**src/hdl/sie_pkg.sv**
```systemverilog
// sie_pkg: opcodes, condition codes and controller/datapath command types
// for the SIC instruction execute core. No dependencies.
`default_nettype none
package sie_pkg;

  localparam int WORD_BITS = 24;

  typedef enum logic [7:0] {
    OP_LDA  = 8'h00, OP_LDCH = 8'h50, OP_LDL  = 8'h08, OP_LDX  = 8'h04,
    OP_STA  = 8'h0C, OP_STCH = 8'h54, OP_STL  = 8'h14, OP_STX  = 8'h10,
    OP_ADD  = 8'h18, OP_SUB  = 8'h1C, OP_MUL  = 8'h20, OP_DIV  = 8'h24,
    OP_AND  = 8'h40, OP_OR   = 8'h44, OP_COMP = 8'h28, OP_TIX  = 8'h2C,
    OP_J    = 8'h3C, OP_JEQ  = 8'h30, OP_JGT  = 8'h34, OP_JLT  = 8'h38,
    OP_JSUB = 8'h48, OP_RSUB = 8'h4C, OP_HLT  = 8'hFF
  } opcode_t;

  localparam logic [1:0] CC_EQ = 2'd0;
  localparam logic [1:0] CC_LT = 2'd1;
  localparam logic [1:0] CC_GT = 2'd2;

  // controller -> datapath
  typedef struct packed {
    logic load;      // capture the input item
    logic exec;      // execute an instruction other than a nonzero div
    logic div_start; // begin the divide iteration
    logic div_step;  // one quotient bit
    logic div_done;  // write the quotient
  } ctrl_cmd_t;

  // datapath -> controller
  typedef struct packed {
    logic is_div;    // captured opcode is a div with nonzero divisor
    logic div_last;  // final quotient bit in progress
  } ctrl_sts_t;

endpackage
`default_nettype wire

```
**src/hdl/sic_instruction_execute_core.sv**
```systemverilog
// SIC instruction execute core: one instruction per transfer.
// out_valid rises after the item is registered and decoded; a nonzero div runs
// decode, divider setup, 24 quotient bits from the restoring divider, then write.
// A new item is taken only once the previous one has been written; a result
// still stalled at the output holds the next instruction before its write.
// Reset (synchronous, rst_n low) clears A, X, L, PC, condition code and control.
`default_nettype none
module sic_instruction_execute_core #(
  parameter int ADDRESS_BITS = 15
) (
  input  wire logic                    clk,
  input  wire logic                    rst_n,
  input  wire logic                    in_valid,
  output logic                         in_stall,
  input  wire logic [7:0]              in_command,
  input  wire logic [ADDRESS_BITS-1:0] in_target_address,
  input  wire logic [23:0]             in_operand_word,
  input  wire logic [ADDRESS_BITS-1:0] in_fall_through_address,
  output logic                         out_valid,
  input  wire logic                    out_stall,
  output logic signed [23:0]           out_accumulator,
  output logic signed [23:0]           out_index_reg,
  output logic [23:0]                  out_link_reg,
  output logic [ADDRESS_BITS-1:0]      out_next_pc,
  output logic [1:0]                   out_cond_code,
  output logic                         out_store_valid,
  output logic                         out_store_byte_only,
  output logic [ADDRESS_BITS-1:0]      out_store_address,
  output logic [23:0]                  out_store_data,
  output logic                         out_halted,
  output logic                         out_divide_by_zero,
  output logic                         out_illegal_opcode
);

  sie_pkg::ctrl_cmd_t cmd;
  sie_pkg::ctrl_sts_t sts;

  sie_ctrl u_ctrl (
    .clk, .rst_n, .in_valid, .in_stall, .out_valid, .out_stall, .cmd, .sts
  );

  sie_dp #(.ADDRESS_BITS(ADDRESS_BITS)) u_dp (
    .clk, .rst_n, .cmd, .sts,
    .in_command, .in_target_address, .in_operand_word, .in_fall_through_address,
    .out_accumulator, .out_index_reg, .out_link_reg, .out_next_pc, .out_cond_code,
    .out_store_valid, .out_store_byte_only, .out_store_address, .out_store_data,
    .out_halted, .out_divide_by_zero, .out_illegal_opcode
  );

endmodule
`default_nettype wire

```
**src/hdl/sie_ctrl.sv**
```systemverilog
// sie_ctrl: controller state machine for the SIC execute core.
// Depends on sie_pkg.
`default_nettype none
module sie_ctrl (
  input  wire logic               clk,
  input  wire logic               rst_n,
  input  wire logic               in_valid,
  output logic                    in_stall,
  output logic                    out_valid,
  input  wire logic               out_stall,
  output sie_pkg::ctrl_cmd_t      cmd,
  input  wire sie_pkg::ctrl_sts_t sts
);

  typedef enum logic [2:0] {S_IDLE, S_DECODE, S_DIV_INIT, S_DIV, S_FINISH} state_t;

  state_t state_r, state_nxt;
  logic   out_valid_r, out_valid_nxt;

  // accept while idle; the output register may still be waiting
  assign in_stall  = (state_r != S_IDLE);
  assign out_valid = out_valid_r;

  always_comb begin
    state_nxt     = state_r;
    out_valid_nxt = out_valid_r && out_stall;
    cmd           = '0;
    unique case (state_r)
      S_IDLE: begin
        if (in_valid) begin
          cmd.load  = 1'b1;
          state_nxt = S_DECODE;
        end
      end
      S_DECODE: begin
        if (sts.is_div) begin
          state_nxt = S_DIV_INIT;
        end else if (!out_valid_r || !out_stall) begin
          cmd.exec      = 1'b1;
          out_valid_nxt = 1'b1;
          state_nxt     = S_IDLE;
        end
      end
      S_DIV_INIT: begin
        cmd.div_start = 1'b1;
        state_nxt     = S_DIV;
      end
      S_DIV: begin
        cmd.div_step = 1'b1;
        if (sts.div_last) state_nxt = S_FINISH;
      end
      S_FINISH: begin
        if (!out_valid_r || !out_stall) begin
          cmd.div_done  = 1'b1;
          out_valid_nxt = 1'b1;
          state_nxt     = S_IDLE;
        end
      end
      default: state_nxt = S_IDLE;
    endcase
  end

  always_ff @(posedge clk) begin
    if (!rst_n) begin
      state_r     <= S_IDLE;
      out_valid_r <= 1'b0;
    end else begin
      state_r     <= state_nxt;
      out_valid_r <= out_valid_nxt;
    end
  end

endmodule
`default_nettype wire

```
**src/hdl/sie_dp.sv**
```systemverilog
// sie_dp: register file, ALU, restoring divider and result register
// of the SIC execute core. Depends on sie_pkg.
`default_nettype none
module sie_dp #(
  parameter int ADDRESS_BITS = 15
) (
  input  wire logic                     clk,
  input  wire logic                     rst_n,
  input  wire sie_pkg::ctrl_cmd_t       cmd,
  output sie_pkg::ctrl_sts_t            sts,
  input  wire logic [7:0]               in_command,
  input  wire logic [ADDRESS_BITS-1:0]  in_target_address,
  input  wire logic [23:0]              in_operand_word,
  input  wire logic [ADDRESS_BITS-1:0]  in_fall_through_address,
  output logic signed [23:0]            out_accumulator,
  output logic signed [23:0]            out_index_reg,
  output logic [23:0]                   out_link_reg,
  output logic [ADDRESS_BITS-1:0]       out_next_pc,
  output logic [1:0]                    out_cond_code,
  output logic                          out_store_valid,
  output logic                          out_store_byte_only,
  output logic [ADDRESS_BITS-1:0]       out_store_address,
  output logic [23:0]                   out_store_data,
  output logic                          out_halted,
  output logic                          out_divide_by_zero,
  output logic                          out_illegal_opcode
);

  localparam int W = sie_pkg::WORD_BITS;

  // captured item
  logic [7:0]              op_r;
  logic [ADDRESS_BITS-1:0] addr_r, fall_r;
  logic [W-1:0]            word_r;

  // architectural state
  logic [W-1:0]            a_r, x_r, l_r, a_nxt, x_nxt, l_nxt;
  logic [1:0]              cc_r, cc_nxt;
  logic [ADDRESS_BITS-1:0] pc_r, pc_nxt;

  // divider
  logic [W-1:0]            dq_r, dd_r;
  logic [W:0]              rem_r;
  logic [4:0]              dcnt_r;
  logic                    dneg_r;
  logic [W:0]              trial;
  logic [W-1:0]            quot;

  // result register fields
  logic st_v, st_b, hlt, dz, ill;
  logic [W-1:0] st_d;
  logic [W-1:0] prod;
  logic [W-1:0] tix_x;

  function automatic logic [1:0] cmp_code(input logic [W-1:0] l, input logic [W-1:0] r);
    if (l == r) return sie_pkg::CC_EQ;
    return ($signed(l) < $signed(r)) ? sie_pkg::CC_LT : sie_pkg::CC_GT;
  endfunction

  assign sts.is_div   = (op_r == sie_pkg::OP_DIV) && (word_r != '0);
  assign sts.div_last = (dcnt_r == 5'd1);

  // low word of the product is the same for signed and unsigned operands
  assign prod  = a_r * word_r;
  assign tix_x = x_r + 1'b1;
  assign trial = {rem_r[W-1:0], dq_r[W-1]} - {1'b0, dd_r};
  assign quot  = dneg_r ? (~dq_r + 1'b1) : dq_r;

  always_comb begin
    a_nxt  = a_r;
    x_nxt  = x_r;
    l_nxt  = l_r;
    cc_nxt = cc_r;
    pc_nxt = fall_r;
    st_v = 1'b0; st_b = 1'b0; st_d = '0; hlt = 1'b0; dz = 1'b0; ill = 1'b0;
    unique case (op_r)
      sie_pkg::OP_LDA:  a_nxt = word_r;
      sie_pkg::OP_LDCH: a_nxt = {a_r[W-1:8], word_r[W-1:W-8]};
      sie_pkg::OP_LDL:  l_nxt = word_r;
      sie_pkg::OP_LDX:  x_nxt = word_r;
      sie_pkg::OP_STA:  begin st_v = 1'b1; st_d = a_r; end
      sie_pkg::OP_STCH: begin st_v = 1'b1; st_b = 1'b1; st_d = {16'd0, a_r[7:0]}; end
      sie_pkg::OP_STL:  begin st_v = 1'b1; st_d = l_r; end
      sie_pkg::OP_STX:  begin st_v = 1'b1; st_d = x_r; end
      sie_pkg::OP_ADD:  a_nxt = a_r + word_r;
      sie_pkg::OP_SUB:  a_nxt = a_r - word_r;
      sie_pkg::OP_MUL:  a_nxt = prod;
      sie_pkg::OP_DIV: begin
        if (word_r == '0) dz = 1'b1;
        else a_nxt = quot;
      end
      sie_pkg::OP_AND:  a_nxt = a_r & word_r;
      sie_pkg::OP_OR:   a_nxt = a_r | word_r;
      sie_pkg::OP_COMP: cc_nxt = cmp_code(a_r, word_r);
      sie_pkg::OP_TIX: begin
        x_nxt  = tix_x;
        cc_nxt = cmp_code(tix_x, word_r);
      end
      sie_pkg::OP_J:    pc_nxt = addr_r;
      sie_pkg::OP_JEQ:  if (cc_r == sie_pkg::CC_EQ) pc_nxt = addr_r;
      sie_pkg::OP_JGT:  if (cc_r == sie_pkg::CC_GT) pc_nxt = addr_r;
      sie_pkg::OP_JLT:  if (cc_r == sie_pkg::CC_LT) pc_nxt = addr_r;
      sie_pkg::OP_JSUB: begin l_nxt = W'(fall_r); pc_nxt = addr_r; end
      sie_pkg::OP_RSUB: pc_nxt = l_r[ADDRESS_BITS-1:0];
      sie_pkg::OP_HLT:  hlt = 1'b1;
      default:          ill = 1'b1;
    endcase
  end

  always_ff @(posedge clk) begin
    if (cmd.load) begin
      op_r   <= in_command;
      addr_r <= in_target_address;
      word_r <= in_operand_word;
      fall_r <= in_fall_through_address;
    end
    // magnitudes; quotient shifts in where dividend bits leave
    if (cmd.div_start) begin
      dq_r   <= a_r[W-1] ? (~a_r + 1'b1) : a_r;
      dd_r   <= word_r[W-1] ? (~word_r + 1'b1) : word_r;
      dneg_r <= a_r[W-1] ^ word_r[W-1];
      rem_r  <= '0;
    end else if (cmd.div_step) begin
      if (!trial[W]) rem_r <= trial;
      else           rem_r <= {rem_r[W-1:0], dq_r[W-1]};
      dq_r <= {dq_r[W-2:0], ~trial[W]};
    end
    if (cmd.exec || cmd.div_done) begin
      out_store_valid     <= st_v;
      out_store_byte_only <= st_b;
      out_store_address   <= st_v ? addr_r : '0;
      out_store_data      <= st_d;
      out_halted          <= hlt;
      out_divide_by_zero  <= dz;
      out_illegal_opcode  <= ill;
    end
  end

  always_ff @(posedge clk) begin
    if (!rst_n) begin
      a_r <= '0; x_r <= '0; l_r <= '0; cc_r <= sie_pkg::CC_EQ; pc_r <= '0;
      dcnt_r <= '0;
    end else begin
      if (cmd.div_start) dcnt_r <= 5'(W);
      else if (cmd.div_step) dcnt_r <= dcnt_r - 1'b1;
      if (cmd.exec || cmd.div_done) begin
        a_r <= a_nxt; x_r <= x_nxt; l_r <= l_nxt; cc_r <= cc_nxt; pc_r <= pc_nxt;
      end
    end
  end

  assign out_accumulator = a_r;
  assign out_index_reg   = x_r;
  assign out_link_reg    = l_r;
  assign out_next_pc     = pc_r;
  assign out_cond_code   = cc_r;

endmodule
`default_nettype wire

```
**config.mk**
```make
export PLATFORM = sky130hd
export DESIGN_NAME = sic_instruction_execute_core
export DESIGN_NICKNAME = d
export VERILOG_FILES = /design/src/hdl/sie_pkg.sv /design/src/hdl/sic_instruction_execute_core.sv /design/src/hdl/sie_ctrl.sv /design/src/hdl/sie_dp.sv
export SDC_FILE = /design/constraint.sdc
export NUM_CORES = 1
export LEC_CHECK = 0
export BUFFER_PORTS_ARGS = -buffer_cell sky130_fd_sc_hd__buf_2
export CAP_MARGIN = 30
export CORE_ASPECT_RATIO = 0.6
export CORE_MARGIN = 5
export CORE_UTILIZATION = 35
export CTS_BUF_LIST = sky130_fd_sc_hd__clkbuf_4
export DETAILED_ROUTE_END_ITERATION = 7
export GPL_TIMING_DRIVEN = 1
export PLACE_DENSITY = 0.6
export SYNTH_ARGS = -nofsm -noshare
export SYNTH_HDL_FRONTEND = slang
export SYNTH_SLANG_ARGS = --single-unit
```
**constraint.sdc**
```tcl
create_clock -name clk -period 9.6 [get_ports clk]
set_clock_uncertainty 0.15 [all_clocks]
set_input_delay 1.44 -clock clk [delete_from_list [all_inputs] [get_ports clk]]
set_output_delay 1.44 -clock clk [all_outputs]
set_load 0.01 [all_outputs]
```
==> results of run 1 <==
## synth_stat cells (all sizes together), types with 25 or more instances
master  count
inv       417
nor2b      34
ha        209
buf        29
a221o      25
o211a      36
xnor2     135
xor2       36
and2       50
a211oi     28
a21oi     143
clkbuf    140
dfxtp     122
edfxtp    155
nand2     361
nor3       58
nand3      84
nor2      309
nand2b     29
o21ai     112
fa        216
a21o       34
## layer usage
metal  part of all wire (%)  vias up
met4                    2.7        0
met3                     15      193
li1                       -    11100
met5                      0        -
met2                     36     1613
met1                     46    12100
## per-stage QoR
stage          worst slack, ps  utilization (%)
6_report                  1350             39.4
5_1_grt                    949             39.4
4_1_cts                   1460             39.4
3_5_place_dp              1500             38.1
3_3_place_gp              1530             38.1
2_1_floorplan             2510                -
## critical path: cells and delay by family, from the launching register on
kind	cells	cell delay (ps)
flops	1	1040
simple gates	3	710
compound gates	7	1430
xor+xnor	1	120
buf+inv	5	880
fa+ha+maj	8	3740
## final cells by class
| type | instances | area share, % |
|---|---|---|
| Multi-Input combinational cell | 2274 | 58.6 |
| Sequential cell | 277 | 23.4 |
| Inverter | 428 | 5.29 |
| Timing Repair Buffer | 279 | 5.25 |
| Tap cell | 1053 | 4.34 |
| Clock buffer | 99 | 2.45 |
| Clock inverter | 26 | 0.741 |
| Antenna cell | 4 | 0.0329 |
## kinds of logic after synthesis
group                      share of synthesized area, %
xor gates and xnor gates                           5.60
adders and majority gates                          25.6
AOI/OAI and AO/OA                                  16.6
and+or+nand+nor                                    17.0
DFF                                                26.1
muxes                                             0.673
buffers and inverters                              8.46
## path summary, 6_finish.rpt
path / startpoint / to / slack, ps / depth (start not counted)
setup / recovery: u_dp.out_accumulator[11] / u_dp.out_accumulator[22] / 1350 / 24
hold / removal: u_dp.out_link_reg[23] / u_dp.out_link_reg[23] / 340 / 2
setup reg to reg: u_dp.out_accumulator[11] / u_dp.out_accumulator[22] / 1350 / 24
hold reg to reg: u_dp.out_link_reg[23] / u_dp.out_link_reg[23] / 340 / 2
## power by group
part,internal (uW),switching (uW)
Sequential,1290,40.7
Combinational,125,292
Clock,589,559
Total,2010,892
==> run metrics, run 1 <==
outcome completed; #FFs+latches synth 277; Synth area leader edfxtp_1; vias in the first global route 23,200; Final HPWL DP 83.6 mm; GR Util met1 40.1%; GRT met2 Usage 31.6%; Vias 25,000; most common cell after layout, fill and taps aside inv_1; Area Growth Syn to Fin 11.9%; Min Hold Slack 340 ps; setup TNS 0 ps; RSZ-0062 raised after global routing no; Port Buffers 200; Post-Layout Cell Count 4,440; Synth Instances 3,148; Initial Util 35.2%; Design Power 2900 uW; worst-path maximum fanout 14; Tmin final 8250 ps; worst hold path class reg -> reg; CP max stage cell dfxtp_1; Worst EP arrival 8840 ps; std cell rows 79; core area 77,200 um^2; Mean Syn Cell Area 8.63 um^2; clock sinks 277; Die Wd 370 um; critical path launch point type flop; PostCTS Resize Cnt 0; layout cells sized above 1 12.6%; later-pin clock latency in the skew report 880 ps; main area contributors after synthesis edfxtp_1 17%, fa_1 16%, ha_1 9.6%; antenna-violating nets left 0; initial antenna violation count 4; CTS clk-pin slew, worst paths 80 ps; synth unique cells 84; synthesized area 27,200 um^2; cts hold-fix bufs 0; CTS tree done; fill count 7,910; Worst slew margin 25.6%; met3 usage 10.5%; busiest grt layer met1; via/cell ratio 5.63; routability cong. 1.02; Wirelength per Cell 24.8 um; Tot GR Track Use 25.7%; PD cells 95.3 nW/um^2; syn nets 3,639; Die Y-Extent 226 um; max incr delay on CP 1040 ps; Tightest Pin Transition 1110 ps; Max VDD drop 0.000101 V; Final setup viols 0; Area after DPL 29,400 um^2; number of max-cap violations 0; critical path class reg -> reg; Final Hold Violating Endpoints 0; root buf cell clkbuf_4; nets 3,820; DRC 0; Synth top area share 17.1%; period utilization 85.9%; cells along the critical path clkinv_1 -> nor2_1 -> fa_1 -> fa_1 -> inv_1 -> fa_1 -> fa_1 -> inv_1 -> fa_1 -> fa_1 -> inv_1 -> fa_1 -> inv_1 -> ha_1 -> a21o_1 -> a21o_1 -> a21oi_1 -> nand2_1 -> or3_1 -> a31o_2 -> a21oi_1 -> xnor2_1 -> a221oi_1 -> o31ai_1; violation count after the first detailed-route iteration 3,633; Reg area 7100 um^2; post-route cell area 30,400 um^2; Fmax achieved 0.121 GHz; Crit. End Element flop; Async SR Flop Fraction 0%; iteration count of the initial detailed-routing pass 6; CP required 10,190 ps; GRT Residual Overflow 0; Post-synth EDFFs 155; Longest Clk Path Bufs 3; Die Area 83,400 um^2; I/O pins 201; P_leak 0.0139 uW; Top FF cell, synth edfxtp_1; CTS Buf Count 69; final wirelength 110 mm; Max Slew Vio Count 0; Synthesis Warnings 0; multi-input logic area 17,800 um^2; global-route wire length before repair 160 mm; commonest cells after routing, fill and taps aside 414 x inv_1, 358 x nand2_1, 302 x nor2_1, 216 x fa_1, 209 x ha_1; # Post-CTS Setup Buffers 0; CTS H-Tree Depth 3; post-synthesis sequential area ratio 26.1%; largest net degree at the start of global routing 75; most used cell, CP fa_1; DP Cell Count 4,311
Note: power is estimated with default switching activity, not from simulation.
==> run 2, diff against run 1 <==
--- a/config.mk
+++ b/config.mk
@@ -14,5 +14,5 @@
 export DETAILED_ROUTE_END_ITERATION = 7
 export GPL_TIMING_DRIVEN = 1
-export PLACE_DENSITY = 0.6
+export PLACE_DENSITY_LB_ADDON = 0.05
 export SYNTH_ARGS = -nofsm -noshare
 export SYNTH_HDL_FRONTEND = slang
==> constraint.sdc (replaced) <==
create_clock -name clk -period 9.6 [get_ports clk]
set_clock_uncertainty 0.15 [all_clocks]
set_input_delay 0.96 -clock clk [delete_from_list [all_inputs] [get_ports clk]]
set_output_delay 0.96 -clock clk [all_outputs]
set_load 0.01 [all_outputs]
==> run metrics, run 2 (same netlist as run 1, synthesis figures left out) <==
outcome completed; layout cells sized above 1 13.1%; Crit. End Element flop; Final setup viols 0; worst r2r src u_dp.out_accumulator[13]; Wirelength per Cell 26.9 um; Final HPWL DP 91.7 mm; std cell rows 79; largest net degree at the start of global routing 74; Longest Clk Path Bufs 3; core area 77,200 um^2; final wirelength 121 mm; iteration count of the initial detailed-routing pass 8; PD cells 97.5 nW/um^2; crit path capture u_dp.out_accumulator[22]; Worst slew margin 26.0%; initial antenna violation count 9; Final Hold Violating Endpoints 0; vias in the first global route 24,300; cts hold-fix bufs 18; CTS Buf Count 78; Die Area 83,400 um^2; routability cong. 0.996; number of max-cap violations 0; Initial Util 35.2%; CTS clk-pin slew, worst paths 60 ps; root buf cell clkbuf_4; period utilization 86.1%; PostCTS Resize Cnt 0; setup TNS 0 ps; critical path class reg -> reg; via/cell ratio 5.63; RSZ-0062 raised after global routing no; Worst EP arrival 8890 ps; Die Wd 370 um; # Post-CTS Setup Buffers 0; Min Hold Slack 101 ps; I/O pins 201; clock sinks 277; nets 3,860; GRT Residual Overflow 0; R2R cell count 24; worst-path maximum fanout 15; Area Growth Syn to Fin 13.5%; CP required 10,230 ps; later-pin clock latency in the skew report 920 ps; P_leak 0.0142 uW; Vias 25,300; violation count after the first detailed-route iteration 2,922; Tmin final 8260 ps; Port Buffers 200; Critical Path Source u_dp.out_accumulator[13]; Tightest Pin Transition 1110 ps; fill count 7,936; Max VDD drop 0.000137 V; worst hold path class in -> reg; global-route wire length before repair 174 mm; DRC 0; Fmax achieved 0.121 GHz; Max Slew Vio Count 0; most common cell after layout, fill and taps aside inv_1; Reg area 7100 um^2; Die Y-Extent 226 um; commonest cells after routing, fill and taps aside 414 x inv_1, 358 x nand2_1, 305 x nor2_1, 216 x fa_1, 209 x ha_1; antenna-violating nets left 0; CTS tree done; CTS H-Tree Depth 3; critical path launch point type flop; multi-input logic area 17,800 um^2; Tot GR Track Use 28.5%; R2R Setup Slk 1340 ps; R2R Path End u_dp.out_accumulator[22]
==> run 2: final cells by class <==
class,count,share of cell area [%]
Clock inverter,27,0.735
Multi-Input combinational cell,2274,57.7
Clock buffer,111,2.70
Antenna cell,4,0.0325
Tap cell,1053,4.28
Inverter,428,5.21
Sequential cell,277,23.0
Timing Repair Buffer,310,6.27
==> run 2: per-layer routing <==
layer	GRT usage, %	share of wire [%]	wire length [um]
met5	0	0.012	14
met4	6.24	2.1	2500
met3	7.35	10	12500
met2	39.2	40	47800
met1	44.3	48	57700
==> run 2: how the worst min path moves through the flow <==
stage / from / end / slack [ps] / cells past startpoint
4_1_cts: in_target_address[11] / u_dp.addr_r[11] / 1 / 1
5_1_grt: in_target_address[11] / u_dp.addr_r[11] / 3 / 1
2_1_floorplan: u_dp.rem_r[3] / u_dp.rem_r[4] / 300 / 2
3_3_place_gp: u_dp.out_link_reg[19] / u_dp.out_link_reg[19] / 310 / 2
6_report: in_operand_word[22] / u_dp.word_r[22] / 100 / 1
3_5_place_dp: u_dp.out_link_reg[22] / u_dp.out_link_reg[22] / 330 / 2
==> run 2: worst max-delay path, stage by stage, from the launching register on <==
cell	delay, ps
dfxtp_1	1010
clkinv_1	650
nor2_1	290
fa_1	470
inv_1	80
fa_1	450
fa_1	520
fa_1	520
inv_1	50
fa_1	500
fa_1	490
inv_1	50
fa_1	470
inv_1	40
ha_1	360
a21o_1	240
a21o_1	180
a21oi_1	220
nand2_1	60
or3_1	370
a31o_2	260
a21oi_1	170
xnor2_1	110
a221oi_1	320
o31ai_1	120
==> run 2: report_power, final <==
group / total, uW / switching [uW] / internal (uW) / leakage [uW]
Clock: 1240 / 594 / 643 / 0.000622
Combinational: 436 / 304 / 132 / 0.0111
Sequential: 1330 / 36.9 / 1290 / 0.00246
==> run 2: per-stage QoR <==
stage / cell area, um^2 / setup WS, ps / utilization [%] / instances / total power (uW)
final: 30800 / 1340 / 39.9 / 4484 / 3000
after global routing: 30800 / 1110 / 39.9 / 4484 / 3130
after CTS: 30800 / 1530 / 39.9 / 4479 / 3030
after detailed placement: 29500 / 1520 / 38.3 / 4323 / 1770
after global placement: 29500 / 1640 / 38.2 / 4320 / 1770
after floorplan: 27200 / 2510 / - / 3148 / 1580
